$ cat config.mk
export PLATFORM = sky130hd
export DESIGN_NAME = sparse_matrix_entry_accumulator_flat
export DESIGN_NICKNAME = d
export VERILOG_FILES = /design/src/smea_pkg.sv /design/src/smea_if.sv /design/src/sparse_matrix_entry_accumulator.sv /design/src/smea_mem.sv /design/src/smea_cfg.sv /design/src/flat_wrapper.sv
export SDC_FILE = /design/constraint.sdc
export NUM_CORES = 2
export LEC_CHECK = 0
export BUFFER_PORTS_ARGS = -buffer_cell sky130_fd_sc_hd__buf_2
export CORE_ASPECT_RATIO = 0.5
export CORE_MARGIN = 2
export CORE_UTILIZATION = 30
export DETAILED_ROUTE_END_ITERATION = 8
export PLACE_DENSITY = 0.51
export SLEW_MARGIN = 30
export SYNTH_ARGS = -nofsm -noshare
export SYNTH_HDL_FRONTEND = slang
export SYNTH_SLANG_ARGS = --single-unit
$ cat constraint.sdc
create_clock -name i_clk -period 25.8 [get_ports i_clk]
set_input_delay 0 -clock i_clk [delete_from_list [all_inputs] [get_ports i_clk]]
set_output_delay 0 -clock i_clk [all_outputs]
set_load 0.005 [all_outputs]
$ cat src/smea_pkg.sv
// Shared types and constants of the sparse matrix entry accumulator.
package smea_pkg;

    localparam int ROW_W = 13;
    localparam int VAL_W = 32;
    localparam int ADDR_W = 3;
    localparam int DATA_W = 32;
    localparam logic [ROW_W-1:0] DIM_RESET = 13'd4096;

    // Operation codes of an input item
    typedef enum logic [2:0] {
        OP_ADD   = 3'd0,
        OP_SUB   = 3'd1,
        OP_SET   = 3'd2,
        OP_GET   = 3'd3,
        OP_READ  = 3'd4,
        OP_CLEAR = 3'd5
    } t_op;

    // Result status codes
    typedef enum logic [1:0] {
        ST_OK    = 2'd0,
        ST_RANGE = 2'd1,
        ST_FULL  = 2'd2,
        ST_OVF   = 2'd3
    } t_status;

    // Register select, taken from paddr[2]
    typedef enum logic {
        REG_ROWS = 1'b0,
        REG_COLS = 1'b1
    } t_reg;

    typedef enum logic [3:0] {
        S_IDLE,
        S_START,
        S_SCAN_RD,
        S_SCAN_CHK,
        S_ACT,
        S_INS_RD,
        S_INS_WR,
        S_DEL_RD,
        S_DEL_WR,
        S_LIST_RD,
        S_LIST_OUT,
        S_EMIT
    } t_state;

    // One stored matrix entry
    typedef struct packed {
        logic [ROW_W-1:0]        row;
        logic [ROW_W-1:0]        col;
        logic signed [VAL_W-1:0] value;
    } t_entry;

    // Matrix bounds from the register block
    typedef struct packed {
        logic [ROW_W-1:0] row_count;
        logic [ROW_W-1:0] col_count;
    } t_cfg;

endpackage

$ cat src/smea_if.sv
// Command and result channel interfaces.
interface smea_cmd_if;
    logic                                    valid;
    logic                                    ready;
    logic [2:0]                              operation;
    logic [smea_pkg::ROW_W-1:0]              row_index;
    logic [smea_pkg::ROW_W-1:0]              col_index;
    logic signed [smea_pkg::VAL_W-1:0]       entry_value;

    modport source (output valid, operation, row_index, col_index, entry_value,
                    input ready);
    modport sink   (input valid, operation, row_index, col_index, entry_value,
                    output ready);
endinterface

interface smea_res_if #(parameter int CNT_W = 7);
    logic                                    valid;
    logic                                    ready;
    logic [smea_pkg::ROW_W-1:0]              out_row;
    logic [smea_pkg::ROW_W-1:0]              out_col;
    logic signed [smea_pkg::VAL_W-1:0]       out_value;
    logic                                    found;
    logic [1:0]                              status;
    logic [CNT_W-1:0]                        entries_held;
    logic                                    last;

    modport source (output valid, out_row, out_col, out_value, found, status,
                    entries_held, last, input ready);
    modport sink   (input valid, out_row, out_col, out_value, found, status,
                    entries_held, last, output ready);
endinterface

$ cat src/sparse_matrix_entry_accumulator.sv
// Top level: sequencer over the sorted entry table of a sparse matrix.
// Entries live in one single-port-read memory in row-major order, and one
// item is handled at a time. Every memory step is a read, then a compare or
// write back. An add, subtract, set or get scans the entries from the start
// to find its position; an insert or delete then shifts the entries from
// that position on by one place, and a read-out emits every entry in turn.
// The result side can stall any item. Clear, out-of-range and unknown
// operations skip the scan. The table needs no clearing pass after reset:
// only entries below the fill count are ever read.
module sparse_matrix_entry_accumulator #(
    parameter int CAPACITY = 64
) (
    input  logic                         i_clk,
    input  logic                         i_rst_n,
    smea_cmd_if.sink                     i_cmd,
    smea_res_if.source                   o_res,
    input  logic                         psel,
    input  logic                         penable,
    input  logic                         pwrite,
    input  logic [smea_pkg::ADDR_W-1:0]  paddr,
    input  logic [smea_pkg::DATA_W-1:0]  pwdata,
    output logic [smea_pkg::DATA_W-1:0]  prdata,
    output logic                         pready
);

    localparam int AW = (CAPACITY > 1) ? $clog2(CAPACITY) : 1;
    localparam int CW = $clog2(CAPACITY + 1);
    localparam int RW = smea_pkg::ROW_W;
    localparam int VW = smea_pkg::VAL_W;

    smea_pkg::t_cfg   w_cfg;
    smea_pkg::t_state r_state, n_state;

    logic [2:0]           r_op, n_op;
    logic [RW-1:0]        r_row, n_row, r_col, n_col;
    logic signed [VW-1:0] r_val, n_val;
    logic [CW-1:0]        r_idx, n_idx, r_pos, n_pos, r_total, n_total;
    logic                 r_hit, n_hit;
    logic signed [VW-1:0] r_hval, n_hval, r_ins, n_ins;
    logic signed [VW-1:0] r_res_val, n_res_val;
    logic                 r_res_fnd, n_res_fnd;
    logic [1:0]           r_res_st, n_res_st;

    logic                 r_out_vld, n_out_vld;
    logic [RW-1:0]        r_out_row, n_out_row, r_out_col, n_out_col;
    logic signed [VW-1:0] r_out_val, n_out_val;
    logic                 r_out_fnd, n_out_fnd, r_out_last, n_out_last;
    logic [1:0]           r_out_st, n_out_st;
    logic [CW-1:0]        r_out_held, n_out_held;

    logic                 mem_we, mem_re;
    logic [AW-1:0]        mem_waddr, mem_raddr;
    smea_pkg::t_entry     mem_wdata, mem_rdata;

    logic                 w_can_emit, w_oor, w_key_ge, w_key_eq;
    logic [CW-1:0]        w_idx_m1;
    logic signed [VW:0]   w_add, w_base;
    logic signed [VW+1:0] w_sum;
    logic signed [VW-1:0] w_sat;
    logic                 w_ovf;

    smea_cfg u_cfg (
        .i_clk   (i_clk),
        .i_rst_n (i_rst_n),
        .psel    (psel),
        .penable (penable),
        .pwrite  (pwrite),
        .paddr   (paddr),
        .pwdata  (pwdata),
        .prdata  (prdata),
        .pready  (pready),
        .o_cfg   (w_cfg)
    );

    smea_mem #(.DEPTH(CAPACITY), .AW(AW)) u_mem (
        .i_clk   (i_clk),
        .i_we    (mem_we),
        .i_waddr (mem_waddr),
        .i_wdata (mem_wdata),
        .i_re    (mem_re),
        .i_raddr (mem_raddr),
        .o_rdata (mem_rdata)
    );

    // Position compare, bounds check and saturating sum
    always_comb begin
        w_can_emit = !r_out_vld || o_res.ready;
        w_oor = (r_row == '0) || (r_row > w_cfg.row_count) ||
                (r_col == '0) || (r_col > w_cfg.col_count);
        w_key_ge = {mem_rdata.row, mem_rdata.col} >= {r_row, r_col};
        w_key_eq = {mem_rdata.row, mem_rdata.col} == {r_row, r_col};
        w_idx_m1 = r_idx - CW'(1);
        w_add = (r_op == smea_pkg::OP_SUB) ? -{r_val[VW-1], r_val} : {r_val[VW-1], r_val};
        w_base = r_hit ? {r_hval[VW-1], r_hval} : '0;
        w_sum = {w_base[VW], w_base} + {w_add[VW], w_add};
        w_ovf = 1'b0;
        if (!w_sum[VW+1] && (w_sum[VW:VW-1] != 2'b00)) begin
            w_sat = {1'b0, {(VW-1){1'b1}}};
            w_ovf = 1'b1;
        end else if (w_sum[VW+1] && (w_sum[VW:VW-1] != 2'b11)) begin
            w_sat = {1'b1, {(VW-1){1'b0}}};
            w_ovf = 1'b1;
        end else begin
            w_sat = w_sum[VW-1:0];
        end
    end

    // Hold state registers
    always_ff @(posedge i_clk) begin
        if (!i_rst_n) begin
            r_state   <= smea_pkg::S_IDLE;
            r_total   <= '0;
            r_out_vld <= 1'b0;
        end else begin
            r_state   <= n_state;
            r_total   <= n_total;
            r_out_vld <= n_out_vld;
        end
    end

    // Payload registers
    always_ff @(posedge i_clk) begin
        r_op       <= n_op;
        r_row      <= n_row;
        r_col      <= n_col;
        r_val      <= n_val;
        r_idx      <= n_idx;
        r_pos      <= n_pos;
        r_hit      <= n_hit;
        r_hval     <= n_hval;
        r_ins      <= n_ins;
        r_res_val  <= n_res_val;
        r_res_fnd  <= n_res_fnd;
        r_res_st   <= n_res_st;
        r_out_row  <= n_out_row;
        r_out_col  <= n_out_col;
        r_out_val  <= n_out_val;
        r_out_fnd  <= n_out_fnd;
        r_out_st   <= n_out_st;
        r_out_held <= n_out_held;
        r_out_last <= n_out_last;
    end

    // Sequencer: next state, memory access and result capture
    always_comb begin
        n_state    = r_state;
        n_op       = r_op;
        n_row      = r_row;
        n_col      = r_col;
        n_val      = r_val;
        n_idx      = r_idx;
        n_pos      = r_pos;
        n_hit      = r_hit;
        n_hval     = r_hval;
        n_ins      = r_ins;
        n_total    = r_total;
        n_res_val  = r_res_val;
        n_res_fnd  = r_res_fnd;
        n_res_st   = r_res_st;
        n_out_vld  = r_out_vld && !o_res.ready;
        n_out_row  = r_out_row;
        n_out_col  = r_out_col;
        n_out_val  = r_out_val;
        n_out_fnd  = r_out_fnd;
        n_out_st   = r_out_st;
        n_out_held = r_out_held;
        n_out_last = r_out_last;
        mem_we     = 1'b0;
        mem_waddr  = r_pos[AW-1:0];
        mem_wdata  = '{row: r_row, col: r_col, value: r_val};
        mem_re     = 1'b0;
        mem_raddr  = r_idx[AW-1:0];
        i_cmd.ready = 1'b0;

        unique case (r_state)
            smea_pkg::S_IDLE: begin
                i_cmd.ready = 1'b1;
                if (i_cmd.valid) begin
                    n_op    = i_cmd.operation;
                    n_row   = i_cmd.row_index;
                    n_col   = i_cmd.col_index;
                    n_val   = i_cmd.entry_value;
                    n_state = smea_pkg::S_START;
                end
            end
            smea_pkg::S_START: begin
                n_res_val = '0;
                n_res_fnd = 1'b0;
                n_res_st  = smea_pkg::ST_OK;
                n_idx     = '0;
                n_hit     = 1'b0;
                unique case (r_op) inside
                    smea_pkg::OP_READ: begin
                        if (r_total != '0) begin
                            n_state = smea_pkg::S_LIST_RD;
                        end else if (w_can_emit) begin
                            n_out_vld  = 1'b1;
                            n_out_row  = '0;
                            n_out_col  = '0;
                            n_out_val  = '0;
                            n_out_fnd  = 1'b0;
                            n_out_st   = smea_pkg::ST_OK;
                            n_out_held = r_total;
                            n_out_last = 1'b1;
                            n_state    = smea_pkg::S_IDLE;
                        end
                    end
                    smea_pkg::OP_CLEAR: begin
                        n_total = '0;
                        n_state = smea_pkg::S_EMIT;
                    end
                    smea_pkg::OP_ADD, smea_pkg::OP_SUB,
                    smea_pkg::OP_SET, smea_pkg::OP_GET: begin
                        if (w_oor) begin
                            n_res_st = smea_pkg::ST_RANGE;
                            n_state  = smea_pkg::S_EMIT;
                        end else begin
                            n_state = smea_pkg::S_SCAN_RD;
                        end
                    end
                    default: n_state = smea_pkg::S_EMIT;
                endcase
            end
            // Walk the table to the first entry not below the target key
            smea_pkg::S_SCAN_RD: begin
                if (r_idx == r_total) begin
                    n_pos   = r_idx;
                    n_hit   = 1'b0;
                    n_state = smea_pkg::S_ACT;
                end else begin
                    mem_re  = 1'b1;
                    n_state = smea_pkg::S_SCAN_CHK;
                end
            end
            smea_pkg::S_SCAN_CHK: begin
                if (w_key_ge) begin
                    n_pos   = r_idx;
                    n_hit   = w_key_eq;
                    n_hval  = mem_rdata.value;
                    n_state = smea_pkg::S_ACT;
                end else begin
                    n_idx   = r_idx + CW'(1);
                    n_state = smea_pkg::S_SCAN_RD;
                end
            end
            // Apply the operation at the located position
            smea_pkg::S_ACT: begin
                n_res_val = '0;
                n_res_fnd = r_hit;
                n_res_st  = smea_pkg::ST_OK;
                n_state   = smea_pkg::S_EMIT;
                if (r_op == smea_pkg::OP_GET) begin
                    n_res_val = r_hit ? r_hval : '0;
                end else if ((r_op == smea_pkg::OP_SET) && (r_val == '0)) begin
                    if (r_hit) begin
                        n_idx   = r_pos + CW'(1);
                        n_state = smea_pkg::S_DEL_RD;
                    end
                end else if (r_hit) begin
                    mem_we = 1'b1;
                    if (r_op == smea_pkg::OP_SET) begin
                        n_res_val = r_val;
                    end else begin
                        mem_wdata.value = w_sat;
                        n_res_val = w_sat;
                        n_res_st  = w_ovf ? smea_pkg::ST_OVF : smea_pkg::ST_OK;
                    end
                end else if (r_total >= CW'(CAPACITY)) begin
                    n_res_st = smea_pkg::ST_FULL;
                end else begin
                    if (r_op == smea_pkg::OP_SET) begin
                        n_ins     = r_val;
                        n_res_val = r_val;
                    end else begin
                        n_ins     = w_sat;
                        n_res_val = w_sat;
                        n_res_st  = w_ovf ? smea_pkg::ST_OVF : smea_pkg::ST_OK;
                    end
                    n_idx   = r_total;
                    n_state = smea_pkg::S_INS_RD;
                end
            end
            // Shift entries up one place, then drop the new entry in
            smea_pkg::S_INS_RD: begin
                if (r_idx == r_pos) begin
                    mem_we          = 1'b1;
                    mem_wdata.value = r_ins;
                    n_total         = r_total + CW'(1);
                    n_state         = smea_pkg::S_EMIT;
                end else begin
                    mem_re    = 1'b1;
                    mem_raddr = w_idx_m1[AW-1:0];
                    n_state   = smea_pkg::S_INS_WR;
                end
            end
            smea_pkg::S_INS_WR: begin
                mem_we    = 1'b1;
                mem_waddr = r_idx[AW-1:0];
                mem_wdata = mem_rdata;
                n_idx     = w_idx_m1;
                n_state   = smea_pkg::S_INS_RD;
            end
            // Shift entries down one place over the deleted one
            smea_pkg::S_DEL_RD: begin
                if (r_idx == r_total) begin
                    n_total = r_total - CW'(1);
                    n_state = smea_pkg::S_EMIT;
                end else begin
                    mem_re  = 1'b1;
                    n_state = smea_pkg::S_DEL_WR;
                end
            end
            smea_pkg::S_DEL_WR: begin
                mem_we    = 1'b1;
                mem_waddr = w_idx_m1[AW-1:0];
                mem_wdata = mem_rdata;
                n_idx     = r_idx + CW'(1);
                n_state   = smea_pkg::S_DEL_RD;
            end
            // Read out every entry in order
            smea_pkg::S_LIST_RD: begin
                mem_re  = 1'b1;
                n_state = smea_pkg::S_LIST_OUT;
            end
            smea_pkg::S_LIST_OUT: begin
                if (w_can_emit) begin
                    n_out_vld  = 1'b1;
                    n_out_row  = mem_rdata.row;
                    n_out_col  = mem_rdata.col;
                    n_out_val  = mem_rdata.value;
                    n_out_fnd  = 1'b1;
                    n_out_st   = smea_pkg::ST_OK;
                    n_out_held = r_total;
                    n_out_last = (r_idx == r_total - CW'(1));
                    n_idx      = r_idx + CW'(1);
                    n_state    = (r_idx == r_total - CW'(1)) ? smea_pkg::S_IDLE
                                                             : smea_pkg::S_LIST_RD;
                end
            end
            // Deliver the single result of the item
            smea_pkg::S_EMIT: begin
                if (w_can_emit) begin
                    n_out_vld  = 1'b1;
                    n_out_row  = r_row;
                    n_out_col  = r_col;
                    n_out_val  = r_res_val;
                    n_out_fnd  = r_res_fnd;
                    n_out_st   = r_res_st;
                    n_out_held = r_total;
                    n_out_last = 1'b1;
                    n_state    = smea_pkg::S_IDLE;
                end
            end
            default: n_state = smea_pkg::S_IDLE;
        endcase
    end

    assign o_res.valid        = r_out_vld;
    assign o_res.out_row      = r_out_row;
    assign o_res.out_col      = r_out_col;
    assign o_res.out_value    = r_out_val;
    assign o_res.found        = r_out_fnd;
    assign o_res.status       = r_out_st;
    assign o_res.entries_held = r_out_held;
    assign o_res.last         = r_out_last;

endmodule

$ cat src/smea_mem.sv
// Entry table: one write port, one read port with registered read data.
module smea_mem #(
    parameter int DEPTH = 64,
    parameter int AW    = 6
) (
    input  logic              i_clk,
    input  logic              i_we,
    input  logic [AW-1:0]     i_waddr,
    input  smea_pkg::t_entry  i_wdata,
    input  logic              i_re,
    input  logic [AW-1:0]     i_raddr,
    output smea_pkg::t_entry  o_rdata
);

    smea_pkg::t_entry r_mem [DEPTH];
    smea_pkg::t_entry r_rdata;

    // Write port
    always_ff @(posedge i_clk) begin
        if (i_we) begin
            r_mem[i_waddr] <= i_wdata;
        end
    end

    // Read port, hold data when not enabled
    always_ff @(posedge i_clk) begin
        if (i_re) begin
            r_rdata <= r_mem[i_raddr];
        end
    end

    assign o_rdata = r_rdata;

endmodule

$ cat src/smea_cfg.sv
// APB register block holding the matrix bounds.
module smea_cfg (
    input  logic                         i_clk,
    input  logic                         i_rst_n,
    input  logic                         psel,
    input  logic                         penable,
    input  logic                         pwrite,
    input  logic [smea_pkg::ADDR_W-1:0]  paddr,
    input  logic [smea_pkg::DATA_W-1:0]  pwdata,
    output logic [smea_pkg::DATA_W-1:0]  prdata,
    output logic                         pready,
    output smea_pkg::t_cfg               o_cfg
);

    smea_pkg::t_cfg r_cfg;
    logic           w_wr;

    assign w_wr   = psel && penable && pwrite;
    assign pready = 1'b1;

    // Write the addressed register
    always_ff @(posedge i_clk) begin
        if (!i_rst_n) begin
            r_cfg.row_count <= smea_pkg::DIM_RESET;
            r_cfg.col_count <= smea_pkg::DIM_RESET;
        end else if (w_wr) begin
            unique case (smea_pkg::t_reg'(paddr[2]))
                smea_pkg::REG_ROWS: r_cfg.row_count <= pwdata[smea_pkg::ROW_W-1:0];
                smea_pkg::REG_COLS: r_cfg.col_count <= pwdata[smea_pkg::ROW_W-1:0];
                default: ;
            endcase
        end
    end

    // Read back
    always_comb begin
        unique case (smea_pkg::t_reg'(paddr[2]))
            smea_pkg::REG_ROWS: prdata = {{(smea_pkg::DATA_W-smea_pkg::ROW_W){1'b0}},
                                          r_cfg.row_count};
            smea_pkg::REG_COLS: prdata = {{(smea_pkg::DATA_W-smea_pkg::ROW_W){1'b0}},
                                          r_cfg.col_count};
            default:            prdata = '0;
        endcase
    end

    assign o_cfg = r_cfg;

endmodule

$ cat src/flat_wrapper.sv
// flat-port wrapper written by rule: the top's interface ports become plain ports
module sparse_matrix_entry_accumulator_flat 
#(
    parameter int CAPACITY = 64
)
  (i_clk, i_rst_n, psel, penable, pwrite, paddr, pwdata, prdata, pready, i_cmd_valid, i_cmd_operation, i_cmd_row_index, i_cmd_col_index, i_cmd_entry_value, i_cmd_ready, o_res_valid, o_res_out_row, o_res_out_col, o_res_out_value, o_res_found, o_res_status, o_res_entries_held, o_res_last, o_res_ready);
  smea_cmd_if i_cmd_i ();
  smea_res_if o_res_i ();
  input  logic i_clk;
  input  logic i_rst_n;
  input  logic psel;
  input  logic penable;
  input  logic pwrite;
  input  logic [smea_pkg::ADDR_W-1:0] paddr;
  input  logic [smea_pkg::DATA_W-1:0] pwdata;
  output logic [smea_pkg::DATA_W-1:0] prdata;
  output logic pready;
  input wire logic [$bits(i_cmd_i.valid)-1:0] i_cmd_valid;
  input wire logic [$bits(i_cmd_i.operation)-1:0] i_cmd_operation;
  input wire logic [$bits(i_cmd_i.row_index)-1:0] i_cmd_row_index;
  input wire logic [$bits(i_cmd_i.col_index)-1:0] i_cmd_col_index;
  input wire logic [$bits(i_cmd_i.entry_value)-1:0] i_cmd_entry_value;
  output wire logic [$bits(i_cmd_i.ready)-1:0] i_cmd_ready;
  output wire logic [$bits(o_res_i.valid)-1:0] o_res_valid;
  output wire logic [$bits(o_res_i.out_row)-1:0] o_res_out_row;
  output wire logic [$bits(o_res_i.out_col)-1:0] o_res_out_col;
  output wire logic [$bits(o_res_i.out_value)-1:0] o_res_out_value;
  output wire logic [$bits(o_res_i.found)-1:0] o_res_found;
  output wire logic [$bits(o_res_i.status)-1:0] o_res_status;
  output wire logic [$bits(o_res_i.entries_held)-1:0] o_res_entries_held;
  output wire logic [$bits(o_res_i.last)-1:0] o_res_last;
  input wire logic [$bits(o_res_i.ready)-1:0] o_res_ready;
  assign i_cmd_i.valid = i_cmd_valid;
  assign i_cmd_i.operation = i_cmd_operation;
  assign i_cmd_i.row_index = i_cmd_row_index;
  assign i_cmd_i.col_index = i_cmd_col_index;
  assign i_cmd_i.entry_value = i_cmd_entry_value;
  assign i_cmd_ready = i_cmd_i.ready;
  assign o_res_valid = o_res_i.valid;
  assign o_res_out_row = o_res_i.out_row;
  assign o_res_out_col = o_res_i.out_col;
  assign o_res_out_value = o_res_i.out_value;
  assign o_res_found = o_res_i.found;
  assign o_res_status = o_res_i.status;
  assign o_res_entries_held = o_res_i.entries_held;
  assign o_res_last = o_res_i.last;
  assign o_res_i.ready = o_res_ready;
  sparse_matrix_entry_accumulator #(.CAPACITY(CAPACITY)) u_core (.i_clk(i_clk), .i_rst_n(i_rst_n), .i_cmd(i_cmd_i), .o_res(o_res_i), .psel(psel), .penable(penable), .pwrite(pwrite), .paddr(paddr), .pwdata(pwdata), .prdata(prdata), .pready(pready));
endmodule
; ---- Yosys cells after proc, flatten, opt, wreduce, memory -nomap -nowiden
; Memories as Yosys holds them, arrays and structs flattened. A register that Yosys moved wholly into a read port is not among the register bits.
; Cells that the tools add are included.
[word_totals]
ff_bits = 282
mem_bits_rw = 3712
inputBits = 103
output_inout_bits = 104
wordCells = 241
memories = 1
[memory_table]
columns = memory, depth, word_bits, read_ports, rd_ports_with_merged_regs, wr, line_no
row1 = u_core.u_mem.r_mem, 64, 58, 1, 1, 1, smea_mem.sv:15  ; smea_pkg::t_entry r_mem [DEPTH];
[classes]
add_sub_neg = 7
n_lt_le_gt_ge = 4
n_eq_ne = 37
mux = 118
n_bitwise = 5
n_reduce_logical = 45
[op_table]
columns = cell, count
row1 = 32-bit 2-to-1 mux, 17
row2 = 32-bit one-hot mux with 3 select lines, 2
row3 = 32-bit one-hot mux with 2 select lines, 2
row4 = 7-bit 2-to-1 mux, 15
row5 = 13-bit 2-to-1 mux, 7
row6 = 13-bit one-hot mux with 3 select lines, 2
row7 = 33-bit 2-to-1 mux, 2
row8 = 4-bit 2-to-1 mux, 12
row9 = 4-bit one-hot mux with 12 select lines, 1
row10 = 7-bit one-hot mux with 6 select lines, 1
row11 = 33-bit by 33-bit adder with 34-bit output, 1
row12 = 33-bit negation, 1
row13 = 32-bit logical NOT, 1
row14 = 7-bit one-hot mux with 2 select lines, 2
row15 = 26-bit equality test, 1
row16 = 26-bit greater-or-equal comparator, 1
row17 = 13-bit > comparator, 2
row18 = 13-bit logical NOT, 2
row19 = 1-bit 2-to-1 mux, 26
row20 = 26-bit 2-to-1 mux, 1
row21 = 2-bit 2-to-1 mux, 12
row22 = "7-bit by 1-bit adder with 7-bit output, second input constant", 3
row23 = 7-bit equality test, 3
row24 = 7-bit one-hot mux with 3 select lines, 1
row25 = 39 further kinds, 98

; ---- Logic depth before layout (Yosys ltp)
[depth]
depth_word = 14
mapped_depth = 21
ltp_nobuf = 21

; ---- By module
; From an unflattened synthesis, not the netlist that was laid out.
[unflattened]
hier_cells = 7972
area_unflattened_um2 = 161124.5
[by_module_without_submodules]
columns = module, instances, cells_per_inst, area_per_inst_um2, seq_area_each_um2
row1 = smea_mem, 1, 6021, 142330.3, 113208.6
row2 = sparse_matrix_entry_accumulator, 1, 1815, 17463.0, 7567.3
row3 = smea_cfg, 1, 136, 1331.3, 520.5

; ---- Least setup slack after synthesis
; OpenSTA, ideal clock, no wires.
[synth_path]
kind = reg2reg
from = reg u_core.r_val[13]
to = mem u_core.u_mem.r_mem[0][10] (netlist bit) (data pin)
setup_ns = 0.905
t_arrival_ns = 7.780
t_required_ns = 24.895
slack_ns = 17.115
stages_incl_launch_ff = 21
path_buffers = 1
synth_period_minus_slack_ns = 8.685
cell_sequence = edfxtp_1 -> buf_2 -> nor3_2 -> nand2b_1 -> or3_1 -> or3_1 -> nor4_1 -> nand2_1 -> o21ai_0 -> xnor2_1 -> ha_1 -> a211oi_1 -> o21ai_0 -> a31oi_1 -> and3_1 -> a21bo_2 -> xnor2_1 -> a21oi_1 -> o21ai_1 -> a21oi_1 -> o41ai_1
[synth_rtl]
columns = element, line_no
row1 = start: declaration, sparse_matrix_entry_accumulator.sv:36  ; logic signed [VW-1:0] r_val, n_val;
row2 = start signal: assignment, sparse_matrix_entry_accumulator.sv:126  ; r_val <= n_val;
row3 = end: declaration, smea_mem.sv:15

==> results.py <==
metrics = {
    "clocking": {
        "cts_sinks": 4052,
        "root_buffer": "clkbuf_16",
        "h-tree-depth": 5,
        "path_clk_slew_ns": 0.07,
        "insertion_delay_ns": 1.02,
        "clk_path_buf_depth": 4,
        "cts_tree": "done",
        "cts_made_buffers": 393,
        "post_cts_resized": 0,
    },
    "cells_and_area": {
        "finalNetCount": 10760,
        "areaGrowthSynthToFinish_pct": 16.03,
        "fill_cells": 50820,
        "fin_area_mm2": 0.1881,
        "post-route-util_pct": 35.03,
        "drive_gt1_share_pct": 16.28,
    },
    "synthesis": {
        "ys_async_sr_fraction_pct": 0,
        "ys_ff_latch": 4052,
        "synth_area_mm2": 0.1621,
        "synth-edff-count": 4014,
        "synthFlopType": "edfxtp_1",
        "syn_inst": 10070,
        "ys_types": 91,
        "seq_area_frac_synth_pct": 74.83,
        "yosys_warnings": 0,
        "syn_avg_cell_area_um2": 16.10,
    },
    "global_route": {
        "grt_max_degree": 123,
        "grt_overflow": 0,
        "antenna_found_initial": 20,
        "grt_pass1_vias": 93800,
        "grt_pass1_wl_mm": 764.0,
        "grt_usage_pct": 19.69,
    },
    "placed_design": {
        "postPlaceCellArea_mm2": 0.1738,
        "place.gp.congestion": 0.8149,
        "dp.final_hpwl_mm": 306.0,
        "portBuffers": 165,
    },
    "critical_path": {
        "worstPathRequired_ns": 26.44,
        "critPathMaxFanout": 64,
        "worstPathCellList": "nor2_1 > nand4b_1 > nor2_1 > nand2_1 > or3_1 > nor4_2 > nand2_1 > o21ai_0 > xnor2_1 > ha_1 > a211oi_1 > o21ai_0 > a31oi_1 > and3_1 > a21bo_2 > xnor2_1 > nand3_2 > a21oi_4 > buf_4 > a221oi_1 > a31oi_4 > buf_4",
        "worstPathArrival_ns": 8.22,
        "endpoint_kind": "flip-flop",
        "startpoint_type": "flip-flop",
        "cp_num_buf_inv": 2,
        "slowest_stage": "or3_1",
        "slowest_delay_ns": 0.57,
        "crit_type": "flip-flop to flip-flop",
        "cp_top_family": "simple AND/OR/NAND/NOR gates",
    },
    "floorplanning": {
        "dieArea_mm2": 0.5466,
        "die_height_um": 523.8,
        "start_util_pct": 30.19,
        "coreArea_mm2": 0.5370,
        "die_width_mm": 1.044,
        "rows": 190,
        "pin_count": 207,
    },
    "detailed_routing": {
        "route.detailed.drc": 0,
        "drt_iter0_drc": 13980,
        "wl_mm": 557.6,
        "drtPass1Iterations": 8,
        "route.vias.total": 98670,
        "wire_per_inst_um": 30.82,
        "via_per_inst": 5.454,
        "postRouteAntennaNets": 0,
    },
    "sta": {
        "finalSetupViolations": 0,
        "fin_crit_sh_pct": 29.40,
        "slew_viol_final": 0,
        "rsz0062_at_grt": "no",
        "fmax_mhz": 131.8,
        "setup_tns_ns": 0,
        "hold_viol": 0,
        "min_period_ns": 7.586,
        "slew-limit-headroom_pct": 29.38,
        "worst_slew_pin_slew_ns": 1.059,
        "clock_skew_ns": 0.07026,
    },
    "worst_hold_path": {
        "hold_class": "input pin to flip-flop",
    },
    "status": {
        "status": "finished clean",
    },
    "power_and_ir_drop": {
        "ir_drop_mv": 0.1507,
        "power.density_mw_per_mm2": 122.7,
        "power_leakage_nw": 60.15,
    },
    "run": {
        "max_cap_violations": 0,
    },
}
## state kept, by name, summed over array words and instances (netlist names), 26 cells and up
register                cells
u_core.u_mem.o_rdata       58
u_core.r_ins               32
u_core.r_val               32
u_core.o_res.out_value     32
u_core.r_res_val           32
u_core.u_mem.r_mem       3712
u_core.u_cfg.o_cfg         26
u_core.r_hval              32
## what timing repair did
item	in CTS	in global routing
endpoints found under the hold margin	144	0
hold buffers	170	0
buffers inserted	0	0
## metal layers
metal	track usage, %	part of all wire [%]	vias to the layer above
met3	3.230	9.2	760
li1	-	-	40300
met4	5.645	2.9	0
met2	30.86	45	5134
met5	0	0	-
met1	28.35	43	52480
## logic make-up after synthesis
logic type / after synthesis / share of synthesized area [%]
AO/OA/AOI/OAI: 1377 / 6.119
other: 2 / 0.004633
flip-flops: 4052 / 74.83
adder cells (fa/ha/maj): 94 / 0.7302
XOR/XNOR: 95 / 0.5503
buffers and inverters: 746 / 2.184
multiplexers: 619 / 7.559
AND/OR/NAND/NOR: 3084 / 8.026
## synthesized netlist by cell type (all sizes together) (13+ instances only)
library cell / instances / area [um^2]
edfxtp: 4014 / 120500
nand2: 2025 / 7611
nand3: 668 / 3353
mux4: 484 / 10900
buf: 356 / 2077
clkbuf: 279 / 1047
a31oi: 252 / 1577
a21oi: 209 / 1050
o21ai: 182 / 910.9
nor2: 180 / 675.7
mux2i: 133 / 1331
a311oi: 126 / 1104
a32oi: 122 / 1069
a22o: 110 / 963.4
inv: 110 / 412.9
ha: 93 / 1164
a221oi: 73 / 764.5
o211ai: 63 / 473.0
xnor2: 58 / 560.5
and2: 44 / 275.3
dfxtp: 38 / 760.7
xor2: 37 / 331.6
a221o: 34 / 340.3
nand4: 33 / 221.5
a21o: 32 / 240.2
a22oi: 31 / 232.7
nor3: 30 / 155.1
a21boi: 28 / 210.2
o2bb2ai: 27 / 236.5
nor2b: 20 / 125.1
and3: 19 / 118.9
nand2b: 19 / 118.9
o21a: 17 / 127.6
nor4: 16 / 127.6
a211oi: 13 / 112.6
## cell type report
class	count	area, um^2	share of cell area (%)
timing repair buffer	713	6047	3.215
clock inverter	221	2048	1.089
multi-input combinational	5289	38850	20.65
sequential	4052	121300	64.49
clock buffer	489	10390	5.522
inverter	111	416.7	0.2215
antenna	17	42.54	0.02262
tap	7200	9009	4.789
## where the power goes
group / internal, mW / total [mW] / switching, mW
Combinational: 2.35 / 8.33 / 5.98
Clock: 3.17 / 5.73 / 2.56
Sequential: 8.78 / 9.02 / 0.232
## worst register-to-register path, stage by stage (launching register included)
cell	delay [ns]
edfxtp_1	0.53
nor2_1	0.33
nand4b_1	0.21
nor2_1	0.13
nand2_1	0.32
or3_1	0.58
nor4_2	0.57
nand2_1	0.14
o21ai_0	0.22
xnor2_1	0.10
ha_1	0.39
a211oi_1	0.32
o21ai_0	0.17
a31oi_1	0.23
and3_1	0.18
a21bo_2	0.13
xnor2_1	0.15
nand3_2	0.37
a21oi_4	0.44
buf_4	0.45
a221oi_1	0.33
a31oi_4	0.28
buf_4	0.56
## final timing paths
path | from | endpoint | slack, ns | depth (start not counted)
min | i_rst_n | u_core.r_state[1] | 0.09 | 3
max | u_core.r_val[2] | u_core.u_mem.r_mem[53][0] | 18.21 | 22
min reg2reg | u_core.u_cfg.o_cfg[14] | u_core.u_cfg.o_cfg[14] | 0.48 | 2
max reg2reg | u_core.r_val[2] | u_core.u_mem.r_mem[53][0] | 18.21 | 22
## placed cells by master, fill, tap and decap left out, types with 92 or more instances in the layout
cell type	Yosys	final
mux4_2	484	484
a21oi_1	208	206
o21ai_0	137	110
a32oi_1	122	122
edfxtp_1	4014	4014
nor2_1	180	106
nand3_1	666	665
dlygate4sd3_1	0	170
a31oi_1	252	223
a22o_1	110	110
buf_2	199	166
a311oi_1	126	126
buf_4	69	323
ha_1	93	93
mux2i_1	133	133
clkinv_1	1	92
clkbuf_16	0	402
inv_1	108	108
nand2_1	2021	2018
## stage by stage
| stage | hold WS [ns] | instances | total power [mW] | setup WS [ns] |
|---|---|---|---|---|
| floorplan | 0.09887 | 10090 | 14.05 | 17.11 |
| global placement | 0.1774 | 17170 | 17.28 | 18.12 |
| detailed placement | 0.1781 | 17190 | 17.38 | 18.35 |
| CTS | 0.02922 | 18070 | 23.10 | 18.28 |
| finish | 0.08832 | 18090 | 23.08 | 18.21 |
| global route | 0.1270 | 18080 | 23.92 | 17.93 |
Power figures use the tool's default switching activity.
